<file path="src/sv/ilir_pkg.sv">
// Package for the indexed list block: item structs, action and status codes,
// and the per-cell command bundle. Used by ilir_cell and indexed_list_insert_remove.
// No dependencies.
package ilir_pkg;

  localparam int DATA_W       = 32;
  localparam int POS_W        = 6;
  localparam int CNT_OUT_W    = 7;
  localparam int CAPACITY_DEF = 64;

  typedef enum logic [1:0] {
    ACT_INSERT = 2'd0,
    ACT_REMOVE = 2'd1,
    ACT_SET    = 2'd2,
    ACT_GET    = 2'd3
  } action_t;

  typedef enum logic [1:0] {
    ST_OK    = 2'd0,
    ST_RANGE = 2'd1,
    ST_FULL  = 2'd2
  } status_t;

  typedef struct packed {
    action_t                    action;
    logic [POS_W-1:0]           position;
    logic signed [DATA_W-1:0]   value;
  } in_item_t;

  typedef struct packed {
    logic signed [DATA_W-1:0]   read_value;
    status_t                    status;
    logic [CNT_OUT_W-1:0]       element_count;
    logic                       is_empty;
  } out_item_t;

  // Broadcast to every cell; flags are set only for an accepted request with OK status.
  typedef struct packed {
    logic                       ins;
    logic                       rem;
    logic                       set;
    logic                       get;
    logic [POS_W-1:0]           pos;
    logic [DATA_W-1:0]          value;
  } cell_cmd_t;

endpackage

</file>
<file path="src/sv/ilir_cell.sv">
// One storage cell of the list: holds the entry at index IDX and shifts with
// its neighbors on insert and remove. Depends on ilir_pkg.
module ilir_cell import ilir_pkg::*; #(
  parameter int IDX   = 0,
  parameter int IDX_W = 6
) (
  input  logic              clk,
  input  cell_cmd_t         cmd,
  input  logic [DATA_W-1:0] left_data,
  input  logic [DATA_W-1:0] right_data,
  output logic [DATA_W-1:0] data,
  output logic [DATA_W-1:0] rd_data
);

  localparam int CW = (IDX_W > POS_W) ? IDX_W : POS_W;

  logic [DATA_W-1:0] data_r;
  logic [DATA_W-1:0] data_nxt;
  logic [CW-1:0]     my_idx;
  logic [CW-1:0]     pos_ext;
  logic              hit;

  assign my_idx  = CW'(IDX);
  assign pos_ext = CW'(cmd.pos);
  assign hit     = (my_idx == pos_ext);

  // Insert moves entries at and above the position up by one; remove pulls
  // entries at and above the position down by one.
  always_comb begin
    data_nxt = data_r;
    if (cmd.ins && (my_idx > pos_ext)) begin
      data_nxt = left_data;
    end else if ((cmd.ins || cmd.set) && hit) begin
      data_nxt = cmd.value;
    end else if (cmd.rem && (my_idx >= pos_ext)) begin
      data_nxt = right_data;
    end
  end

  always_ff @(posedge clk) begin
    data_r <= data_nxt;
  end

  assign data    = data_r;
  assign rd_data = (cmd.get && hit) ? data_r : '0;

endmodule

</file>
<file path="config.mk">
export PLATFORM = sky130hd
export DESIGN_NAME = ilir_cell
export DESIGN_NICKNAME = d
export VERILOG_FILES = /design/src/sv/ilir_pkg.sv /design/src/sv/ilir_cell.sv
export SDC_FILE = /design/constraint.sdc
export NUM_CORES = 1
export LEC_CHECK = 0
export BUFFER_PORTS_ARGS = -buffer_cell sky130_fd_sc_hd__buf_4
export CAP_MARGIN = 15
export CORE_ASPECT_RATIO = 0.75
export CORE_MARGIN = 2
export CORE_UTILIZATION = 30
export CTS_BUF_LIST = sky130_fd_sc_hd__clkbuf_16
export DETAILED_ROUTE_END_ITERATION = 10
export GPL_TIMING_DRIVEN = 0
export PLACE_DENSITY_LB_ADDON = 0.15
export SLEW_MARGIN = 20
export SYNTH_ARGS = -nofsm -noshare
export SYNTH_HDL_FRONTEND = slang
export SYNTH_SLANG_ARGS = --single-unit
</file>
<file path="constraint.sdc">
create_clock -name clk -period 2 [get_ports clk]
set_input_delay 0.5 -clock clk [delete_from_list [all_inputs] [get_ports clk]]
set_output_delay 0.5 -clock clk [all_outputs]
set_load 0.005 [all_outputs]
</file>
==> metrics, run 1 <==
CP max-delay cell nor4_4; HP Start cmd[10]; RSZ-0062 raised after global routing yes; clock buffer depth 2; Avg WL per Cell 13.57 um; Highest Clock Rate 481.7 MHz; Worst Max-Slew Pin Slew 0.7990 ns; Slew Limit Headroom 46.74%; Worst-path clk slew 0.05 ns; Hold Vio Cnt, Final 0; number of global-route vias before repair around 1400; part of the power in registers 45.5%; FFs w/ async S/R, synth 0%; status complete, but fails checks; CP Launch Point cmd[36]; via count 1375; Syn Area/Cell 16.34 um^2; Sw Pwr 0.3027 mW; Clock power frac 42.5%; Num CTS Buffers 5; combinational fraction of design power between 10% and 20%; min setup slack post-route -0.07615 ns; first drt pass iteration count 4; P&R area growth vs syn 76.88%; final worst-path cycle share 103.8%; Port Buf Inserts 138; crit-path max FO 6; Pwr Density 533.5 mW/mm^2; sequential area share after synthesis between 50% and 60%; failing checks negative setup slack; Post-synth EDFFs 32; Syn Nets approximately 210; maxcap violations 0; post-synth cell types 11; initial antenna violation count 0; Setup Viol. Count Final 30; area share of the largest cell type after synthesis 54.97%; first-pass GRT wire length 6900 um; all-layer global routing usage between 10% and 20%; WS Path Type in -> out; hpwl dp 3469 um; Core Footprint between 0.005 and 0.006 mm^2; pins over their slew limit 0; Sw Share 18.35%; flops & latches, synth 32; commonest cells in the netlist and2_1 (32), edfxtp_1 (32), mux2_4 (30); Die Ht between 70 and 80 um; layout cells sized above 1 74.90%; Initial Utilization approximately 31%; pre-CTS worst setup slack -0.3044 ns; clk root buf clkbuf_16; Post-Syn Area 0.001748 mm^2; Synth Flop Type edfxtp_1; max reg flops 32; DRT Wirelength roughly 4500 um; YS warnings 0; largest net degree at the start of global routing 33; HP Class in -> reg; TritonCTS clock tree built; Placement Rows 24; Worst VDD drop 247.4 uV; htree depth 2; Tmin final 2.076 ns; drt via density between 4 and 5; post-layout util 54.19%; clock sinks 32; Critical Path End Type output port; grt ovf 0; P_int 1.347 mW; Synth area leader edfxtp_1; total I/O pin count 171; Nets 361; Ant. Diodes 0; Arr. time, crit path between 1.5 and 2 ns; drt initial violations 26; Crit path largest cell delay approximately 0.30 ns; CP cell instances buf_6, nor4_4, and3_4, clkbuf_8, and2_1, buf_4; Routability Congestion 0.7032; startpoint type of the worst setup path input pin; Routed Antenna Nets 0; Die X 92.14 um; top post-synthesis cells by area edfxtp_1 (55%), mux2_4 (26%), and2_1 (11%), buf_6 (1.9%), mux2_2 (1.3%); Syn Inst Count 107; leakage 1.512 nW; full die area 0.006459 mm^2; # DRC 0; Critical Path RT about 1.5 ns
-- layout make-up --
cell class | count | area, um^2
timing repair buffer | 140 | 1070
clock inverter | 3 | 11.26
multi-input combinational | 69 | 752.0
buffer | 6 | 75.07
tap | 78 | 97.59
fill | 504 | 2614
sequential | 32 | 960.9
clock buffer | 5 | 125.1
-- power groups by stage --
stage | clock network (mW) | logic (mW) | registers [mW]
after floorplan | 0 | 0.0626 | 0.764
after global placement | 0 | 0.191 | 0.764
after detailed placement | 0 | 0.195 | 0.764
after CTS | 0.725 | 0.199 | 0.750
after global routing | 0.750 | 0.211 | 0.751
final | 0.701 | 0.198 | 0.751
-- stage by stage --
| stage | area [um^2] | instances | total power, mW | hold WS (ns) | setup TNS (ns) |
|---|---|---|---|---|---|
| finish | 3092 | 333 | 1.649 | 0.5286 | -1.987 |
| detailed placement | 2882 | 323 | 0.9591 | 0.8032 | -14.25 |
| floorplan | 1748 | 107 | 0.8266 | 0.7175 | 0 |
| CTS | 3092 | 333 | 1.675 | 0.5206 | -1.604 |
| global placement | 2882 | 323 | 0.9546 | 0.8014 | -14.22 |
| global route | 3092 | 333 | 1.712 | 0.5172 | -3.159 |
-- cells in the final DEF, fill, tap and decap left out, drive strengths merged --
cell,count
nor4,1
and2,32
o211ai,1
clkinv,1
buf,142
edfxtp,32
o311a,1
and3,1
nor2,1
mux2,32
inv,2
clkbuf,9
-- final timing paths --
| kind | endpoint | cells after the start |
|---|---|---|
| worst min-delay path | data[10] | 2 |
| worst max-delay path | rd_data[2] | 6 |
-- critical path: cells and delay by family --
family / cells / cell delay (ns)
simple gates: 3 / 0.71
buf+inv: 3 / 0.36
-- routing by layer --
metal | track usage, % | up-vias | part of all wire, %
met2 | 24.35 | 64 | 52
met4 | 4.478 | 0 | 0.66
li1 | - | 684 | -
met3 | 2.913 | 2 | 7.1
met5 | 0 | - | 0
met1 | 16.99 | 625 | 40
-- cells by family after synthesis --
group / share of synthesized area [%]
buffers and inverters: 2.791
AO/OA/AOI/OAI: 1.861
AND/OR/NAND/NOR: 13.31
multiplexers: 27.06
flip-flops: 54.97
-- timing repair --
| item | 4_1_cts | 5_1_grt |
|---|---|---|
| buffers inserted | 1 | 0 |
| endpoints found under the setup margin | 32 | 30 |
| resized for setup | 16 | 0 |
| pin swaps | 2 | 0 |
| gates cloned | 1 | 0 |
| hold buffers | 0 | 0 |
(Power assumes the default switching activity.)
==> run 2: changes to the inputs <==
--- a/config.mk
+++ b/config.mk
@@ -14,6 +14,7 @@
 export DETAILED_ROUTE_END_ITERATION = 10
 export GPL_TIMING_DRIVEN = 0
 export PLACE_DENSITY_LB_ADDON = 0.15
+export SETUP_SLACK_MARGIN = 0.3
 export SLEW_MARGIN = 20
 export SYNTH_ARGS = -nofsm -noshare
 export SYNTH_HDL_FRONTEND = slang
==> metrics, run 2 (same netlist as run 1, synthesis figures left out) <==
clock buffer depth 2 (unchanged); Arr. time, crit path 1.57 ns (was 1.58 ns); Core Footprint 0.005705 mm^2 (unchanged); initial antenna violation count 0 (unchanged); Avg WL per Cell 14.00 um (was 13.57 um); HP Class in -> reg (unchanged); Routed Antenna Nets 0 (unchanged); drt via density 4.232 (was 4.129); Hold Slack 0.5317 ns (was 0.5286 ns); met1 usage 16.53% (was 16.99%); Num CTS Buffers 5 (unchanged); P&R area growth vs syn 82.10% (was 76.88%); all-layer global routing usage 14.12% (was 13.84%); post-route insts no fill 332 (was 333); maxcap violations 0 (unchanged); Worst VDD drop 260.7 uV (was 247.4 uV); fillcell total 497 (was 504); pins over their slew limit 0 (unchanged); status complete, but fails checks (unchanged); htree depth 2 (unchanged); commonest non-fill, non-tap cell in the layout buf_4 (unchanged); Nets 363 (was 361); crit-path max FO 6 (unchanged); via count 1405 (was 1375); min setup slack post-route -0.07024 ns (was -0.07615 ns); Port Buf Inserts 138 (unchanged); # DRC 0 (unchanged); clock sinks 32 (unchanged); first drt pass iteration count 3 (was 4); Tmin final 2.070 ns (was 2.076 ns); failing checks negative setup slack (unchanged); Routability Congestion 0.7035 (was 0.7032); first-pass GRT wire length 6982 um (was 6900 um); Cell Count Post-Placement 323 (unchanged); number of global-route vias before repair 1481 (was 1378); Placement Rows 24 (unchanged); most frequent cells in the layout buf_4 (123), edfxtp_1 (32), mux2_4 (30), buf_6 (21) (was buf_4 (134), edfxtp_1 (32), mux2_4 (30), and2_1 (29), buf_6 (8)); largest net degree at the start of global routing 33 (unchanged); grt ovf 0 (unchanged); full die area 0.006459 mm^2 (unchanged); DRT Wirelength 4648 um (was 4518 um); grt met3 use 5.717% (was 2.913%); drt initial violations 21 (was 26); final worst-path cycle share 103.5% (was 103.8%); clk root buf clkbuf_16 (unchanged); Pwr Density 508.6 mW/mm^2 (was 533.5 mW/mm^2); Worst-path clk slew 0.05 ns (about the same); Critical Path RT 1.50 ns (about the same); Slew Limit Headroom 47.09% (was 46.74%); Critical Path End Type output port (unchanged); Hold Vio Cnt, Final 0 (unchanged); Worst Max-Slew Pin Slew 0.7937 ns (was 0.7990 ns); Ant. Diodes 0 (unchanged); Pwr Total 1.619 mW (was 1.649 mW); total negative slack -1.425 ns (was -1.987 ns); Highest Clock Rate 483.0 MHz (was 481.7 MHz); leakage 1.538 nW (was 1.512 nW); Setup Viol. Count Final 32 (was 30); WS Path Type in -> out (unchanged); max reg flops 32 (unchanged); hpwl dp 3481 um (was 3469 um); total I/O pin count 171 (unchanged); Die X 92.14 um (unchanged); Die Ht 70.11 um (unchanged); RSZ-0062 raised after global routing yes (unchanged); TritonCTS clock tree built (unchanged); placed instance area 0.002912 mm^2 (was 0.002882 mm^2); M2 GR Usage 23.37% (was 24.35%); Initial Utilization 30.64% (unchanged); layout cells sized above 1 80.71% (was 74.90%); startpoint type of the worst setup path input pin (unchanged); Design Area, Final 0.003183 mm^2 (was 0.003092 mm^2); CTS Hold Bufs 0 (unchanged); GRT busiest layer met2 (unchanged)
[run 2: where the power goes]
group | leakage, nW | internal (mW) | total, mW | switching (mW)
Clock | 0.0616 | 0.437 | 0.668 | 0.230
Combinational | 1.19 | 0.154 | 0.200 | 0.0459
Sequential | 0.288 | 0.748 | 0.752 | 0.00337
[run 2: per-stage QoR]
| stage | setup slack, ns | util [%] |
|---|---|---|
| after floorplan | 0.1267 | - |
| after global placement | -0.1903 | 51.03 |
| after detailed placement | -0.2044 | 51.03 |
| after CTS | -0.07884 | 55.31 |
| after global routing | -0.1073 | 55.79 |
| final | -0.07024 | 55.79 |
[run 2: layer usage]
| layer | wire (um) | vias to the layer above |
|---|---|---|
| met5 | 0 | - |
| met4 | 84 | 0 |
| met3 | 471 | 6 |
| met2 | 2257 | 77 |
| met1 | 1835 | 639 |
| li1 | - | 683 |
[run 2: cell type report]
class	count	area (um^2)	share of cell area [%]
buffer	6	77.57	2.437
clock buffer	5	125.1	3.931
multi-input combinational	69	782.0	24.57
sequential	32	960.9	30.19
tap	78	97.59	3.066
timing repair buffer	142	1140	35.81
[run 2: what timing repair did]
action	4_1_cts	5_1_grt
endpoints found under the setup margin	64	64
buffers inserted	2	0
hold endpoints to repair	0	0
pin swaps	14	3
gates cloned	2	0
resized for setup	27	11
[run 2: worst paths after layout]
| check | startpoint | endpoint | depth (start not counted) |
|---|---|---|---|
| hold / removal | right_data[20] | data[20] | 2 |
| setup / recovery | cmd[35] | rd_data[3] | 6 |
[run 2: critical path, stage by stage]
cell      delay [ns]
buf_6           0.10
nor4_4          0.28
and3_4          0.30
clkbuf_8        0.17
and2_4          0.13
buf_6           0.09
==> run 3: changes to the inputs <==
--- a/config.mk
+++ b/config.mk
@@ -5,15 +5,14 @@
 export SDC_FILE = /design/constraint.sdc
 export NUM_CORES = 1
 export LEC_CHECK = 0
-export BUFFER_PORTS_ARGS = -buffer_cell sky130_fd_sc_hd__buf_4
 export CAP_MARGIN = 15
 export CORE_ASPECT_RATIO = 0.75
-export CORE_MARGIN = 2
 export CORE_UTILIZATION = 30
 export CTS_BUF_LIST = sky130_fd_sc_hd__clkbuf_16
 export DETAILED_ROUTE_END_ITERATION = 10
+export DONT_BUFFER_PORTS = 1
 export GPL_TIMING_DRIVEN = 0
-export PLACE_DENSITY_LB_ADDON = 0.15
+export PLACE_DENSITY_LB_ADDON = 0.1
 export SETUP_SLACK_MARGIN = 0.3
 export SLEW_MARGIN = 20
 export SYNTH_ARGS = -nofsm -noshare
==> metrics, run 3 (same netlist as run 1, synthesis figures left out) <==
DRT Wirelength 3461 um (was 4648 um); grt ovf 0 (unchanged); HP Class in -> reg (unchanged); crit-path max FO 10 (was 6); met1 wire length 1344 um (was 1835 um); via count 933 (was 1405); clk root buf clkbuf_16 (unchanged); HP Start right_data[28] (was right_data[20]); CP max-delay cell nor4_4 (was and3_4); all-layer global routing usage 10.92% (was 14.12%); max reg flops 32 (unchanged); most frequent cells in the layout edfxtp_1 (32), mux2_4 (30), and2_1 (29), clkbuf_16 (5) (was buf_4 (123), edfxtp_1 (32), mux2_4 (30), buf_6 (21)); CP Launch Point cmd[35] (unchanged); CP delay by family, top simple AND/OR/NAND/NOR gates (unchanged); Nets 223 (was 363); Ant. Diodes 0 (unchanged); first drt pass iteration count 4 (was 3); leakage 0.8199 nW (was 1.538 nW); Num CTS Buffers 5 (unchanged); Routability Congestion 0.6467 (was 0.7035); final worst-path cycle share 92.20% (was 103.5%); met3 WL 274 um (was 471 um); Hold Slack 0.4434 ns (was 0.5317 ns); clock buffer depth 2 (unchanged); maxcap violations 0 (unchanged); drt via density 4.885 (was 4.232); drt initial violations 22 (was 21); fillcell total 504 (was 497); Worst Max-Slew Pin Slew 0.4389 ns (was 0.7937 ns); Placement Rows 23 (was 24); Setup Viol. Count Final 0 (was 32); P&R area growth vs syn 16.89% (was 82.10%); WL met2 1790 um (was 2257 um); Arr. time, crit path 1.34 ns (was 1.57 ns); Highest Clock Rate 542.3 MHz (was 483.0 MHz); highest routed layer met4 (unchanged); pins over their slew limit 0 (unchanged); CP cell instances nor4_4, and3_4, buf_8, and2_1 (was buf_6, nor4_4, and3_4, clkbuf_8, and2_4, buf_6); number of global-route vias before repair 922 (was 1481); RSZ-0062 raised after global routing yes (unchanged); Slew Limit Headroom 70.74% (was 47.09%); startpoint type of the worst setup path input pin (unchanged); Port Buf Inserts 0 (was 138); Worst VDD drop 267.9 uV (was 260.7 uV); total I/O pin count 171 (unchanged); Tmin final 1.844 ns (was 2.070 ns); Hold Vio Cnt, Final 0 (unchanged); status finished clean (was complete, but fails checks); Critical Path RT 1.50 ns (about the same); Avg WL per Cell 18.12 um (was 14.00 um); Die X 90.14 um (was 92.14 um); largest net degree at the start of global routing 33 (unchanged); Crit path largest cell delay 0.28 ns (was 0.30 ns); CTS Hold Bufs 0 (unchanged); hpwl dp 2524 um (was 3481 um); clock sinks 32 (unchanged); initial antenna violation count 0 (unchanged); htree depth 2 (unchanged); full die area 0.006139 mm^2 (was 0.006459 mm^2); WP buf/inv 1 (was 3); first-pass GRT wire length 4836 um (was 6982 um); total negative slack 0 ns (was -1.425 ns); Routed Antenna Nets 0 (unchanged); Pwr Density 743.2 mW/mm^2 (was 508.6 mW/mm^2); # DRC 0 (unchanged); commonest non-fill, non-tap cell in the layout edfxtp_1 (was buf_4); Worst-path clk slew 0.05 ns (about the same); TritonCTS clock tree built (unchanged); layout cells sized above 1 45.69% (was 80.71%); WS Path Type in -> out (unchanged); Die Ht 68.11 um (was 70.11 um); Core Footprint 0.005468 mm^2 (was 0.005705 mm^2); post-layout util 37.37% (was 55.79%); Initial Utilization 31.97% (was 30.64%); Critical Path End Type output port (unchanged)
-- run 3: changes by cell type in the layout (fill, tap and decap cells not counted) --
cell and delta:
clkinv_1 +2, clkbuf_8 -2, o311a_4 +1, nor2_1 -1, o311a_2 -1, nor2_2 +1, and2_1 +13, buf_4 -121
buf_8 +1, and2_4 -13, buf_6 -18
-- run 3: path summary, 6_finish.rpt --
| path | to | slack (ns) | cells past startpoint |
|---|---|---|---|
| hold / removal | data[28] | 0.44 | 1 |
| setup / recovery | rd_data[23] | 0.16 | 4 |
-- run 3: cell type report --
| type | count | area (um^2) | area share, % |
|---|---|---|---|
| well taps | 75 | 93.84 | 4.593 |
| repair buffers | 2 | 15.01 | 0.7348 |
| multi-input cells | 69 | 762.0 | 37.29 |
| plain buffers | 6 | 78.83 | 3.858 |
| clock inverters | 2 | 7.507 | 0.3674 |
| clock buffers | 5 | 125.1 | 6.124 |
| flip-flops and latches | 32 | 960.9 | 47.03 |
-- run 3: layer usage --
metal	vias up	global-route usage [%]
met3	4	4.556
met1	453	12.16
met2	70	18.51
met5	-	0
met4	0	5.444
li1	406	-
-- run 3: metrics by stage --
stage | setup WS, ns | total power [mW] | cell area, um^2 | cells
detailed placement | -0.04710 | 0.8368 | 1872 | 182
global route | 0.1061 | 1.567 | 2043 | 191
finish | 0.1560 | 1.519 | 2043 | 191
CTS | 0.1264 | 1.541 | 2027 | 191
global placement | -0.03211 | 0.8348 | 1872 | 182
floorplan | 0.1267 | 0.8273 | 1778 | 107
-- run 3: power by group --
group | switching (mW) | internal [mW] | leakage, nW | total [mW]
clock | 0.250 | 0.444 | 0.0648 | 0.694
combinational | 0.0194 | 0.0529 | 0.467 | 0.0723
sequential | 0.00463 | 0.748 | 0.288 | 0.752
total | 0.274 | 1.24 | 0.820 | 1.52
-- run 3: timing repair --
action,4_1_cts,5_1_grt
pin swaps,2,1
setup endpoints to repair,64,64
buffers inserted,2,0
endpoints found under the hold margin,0,0
gates resized for setup,3,5
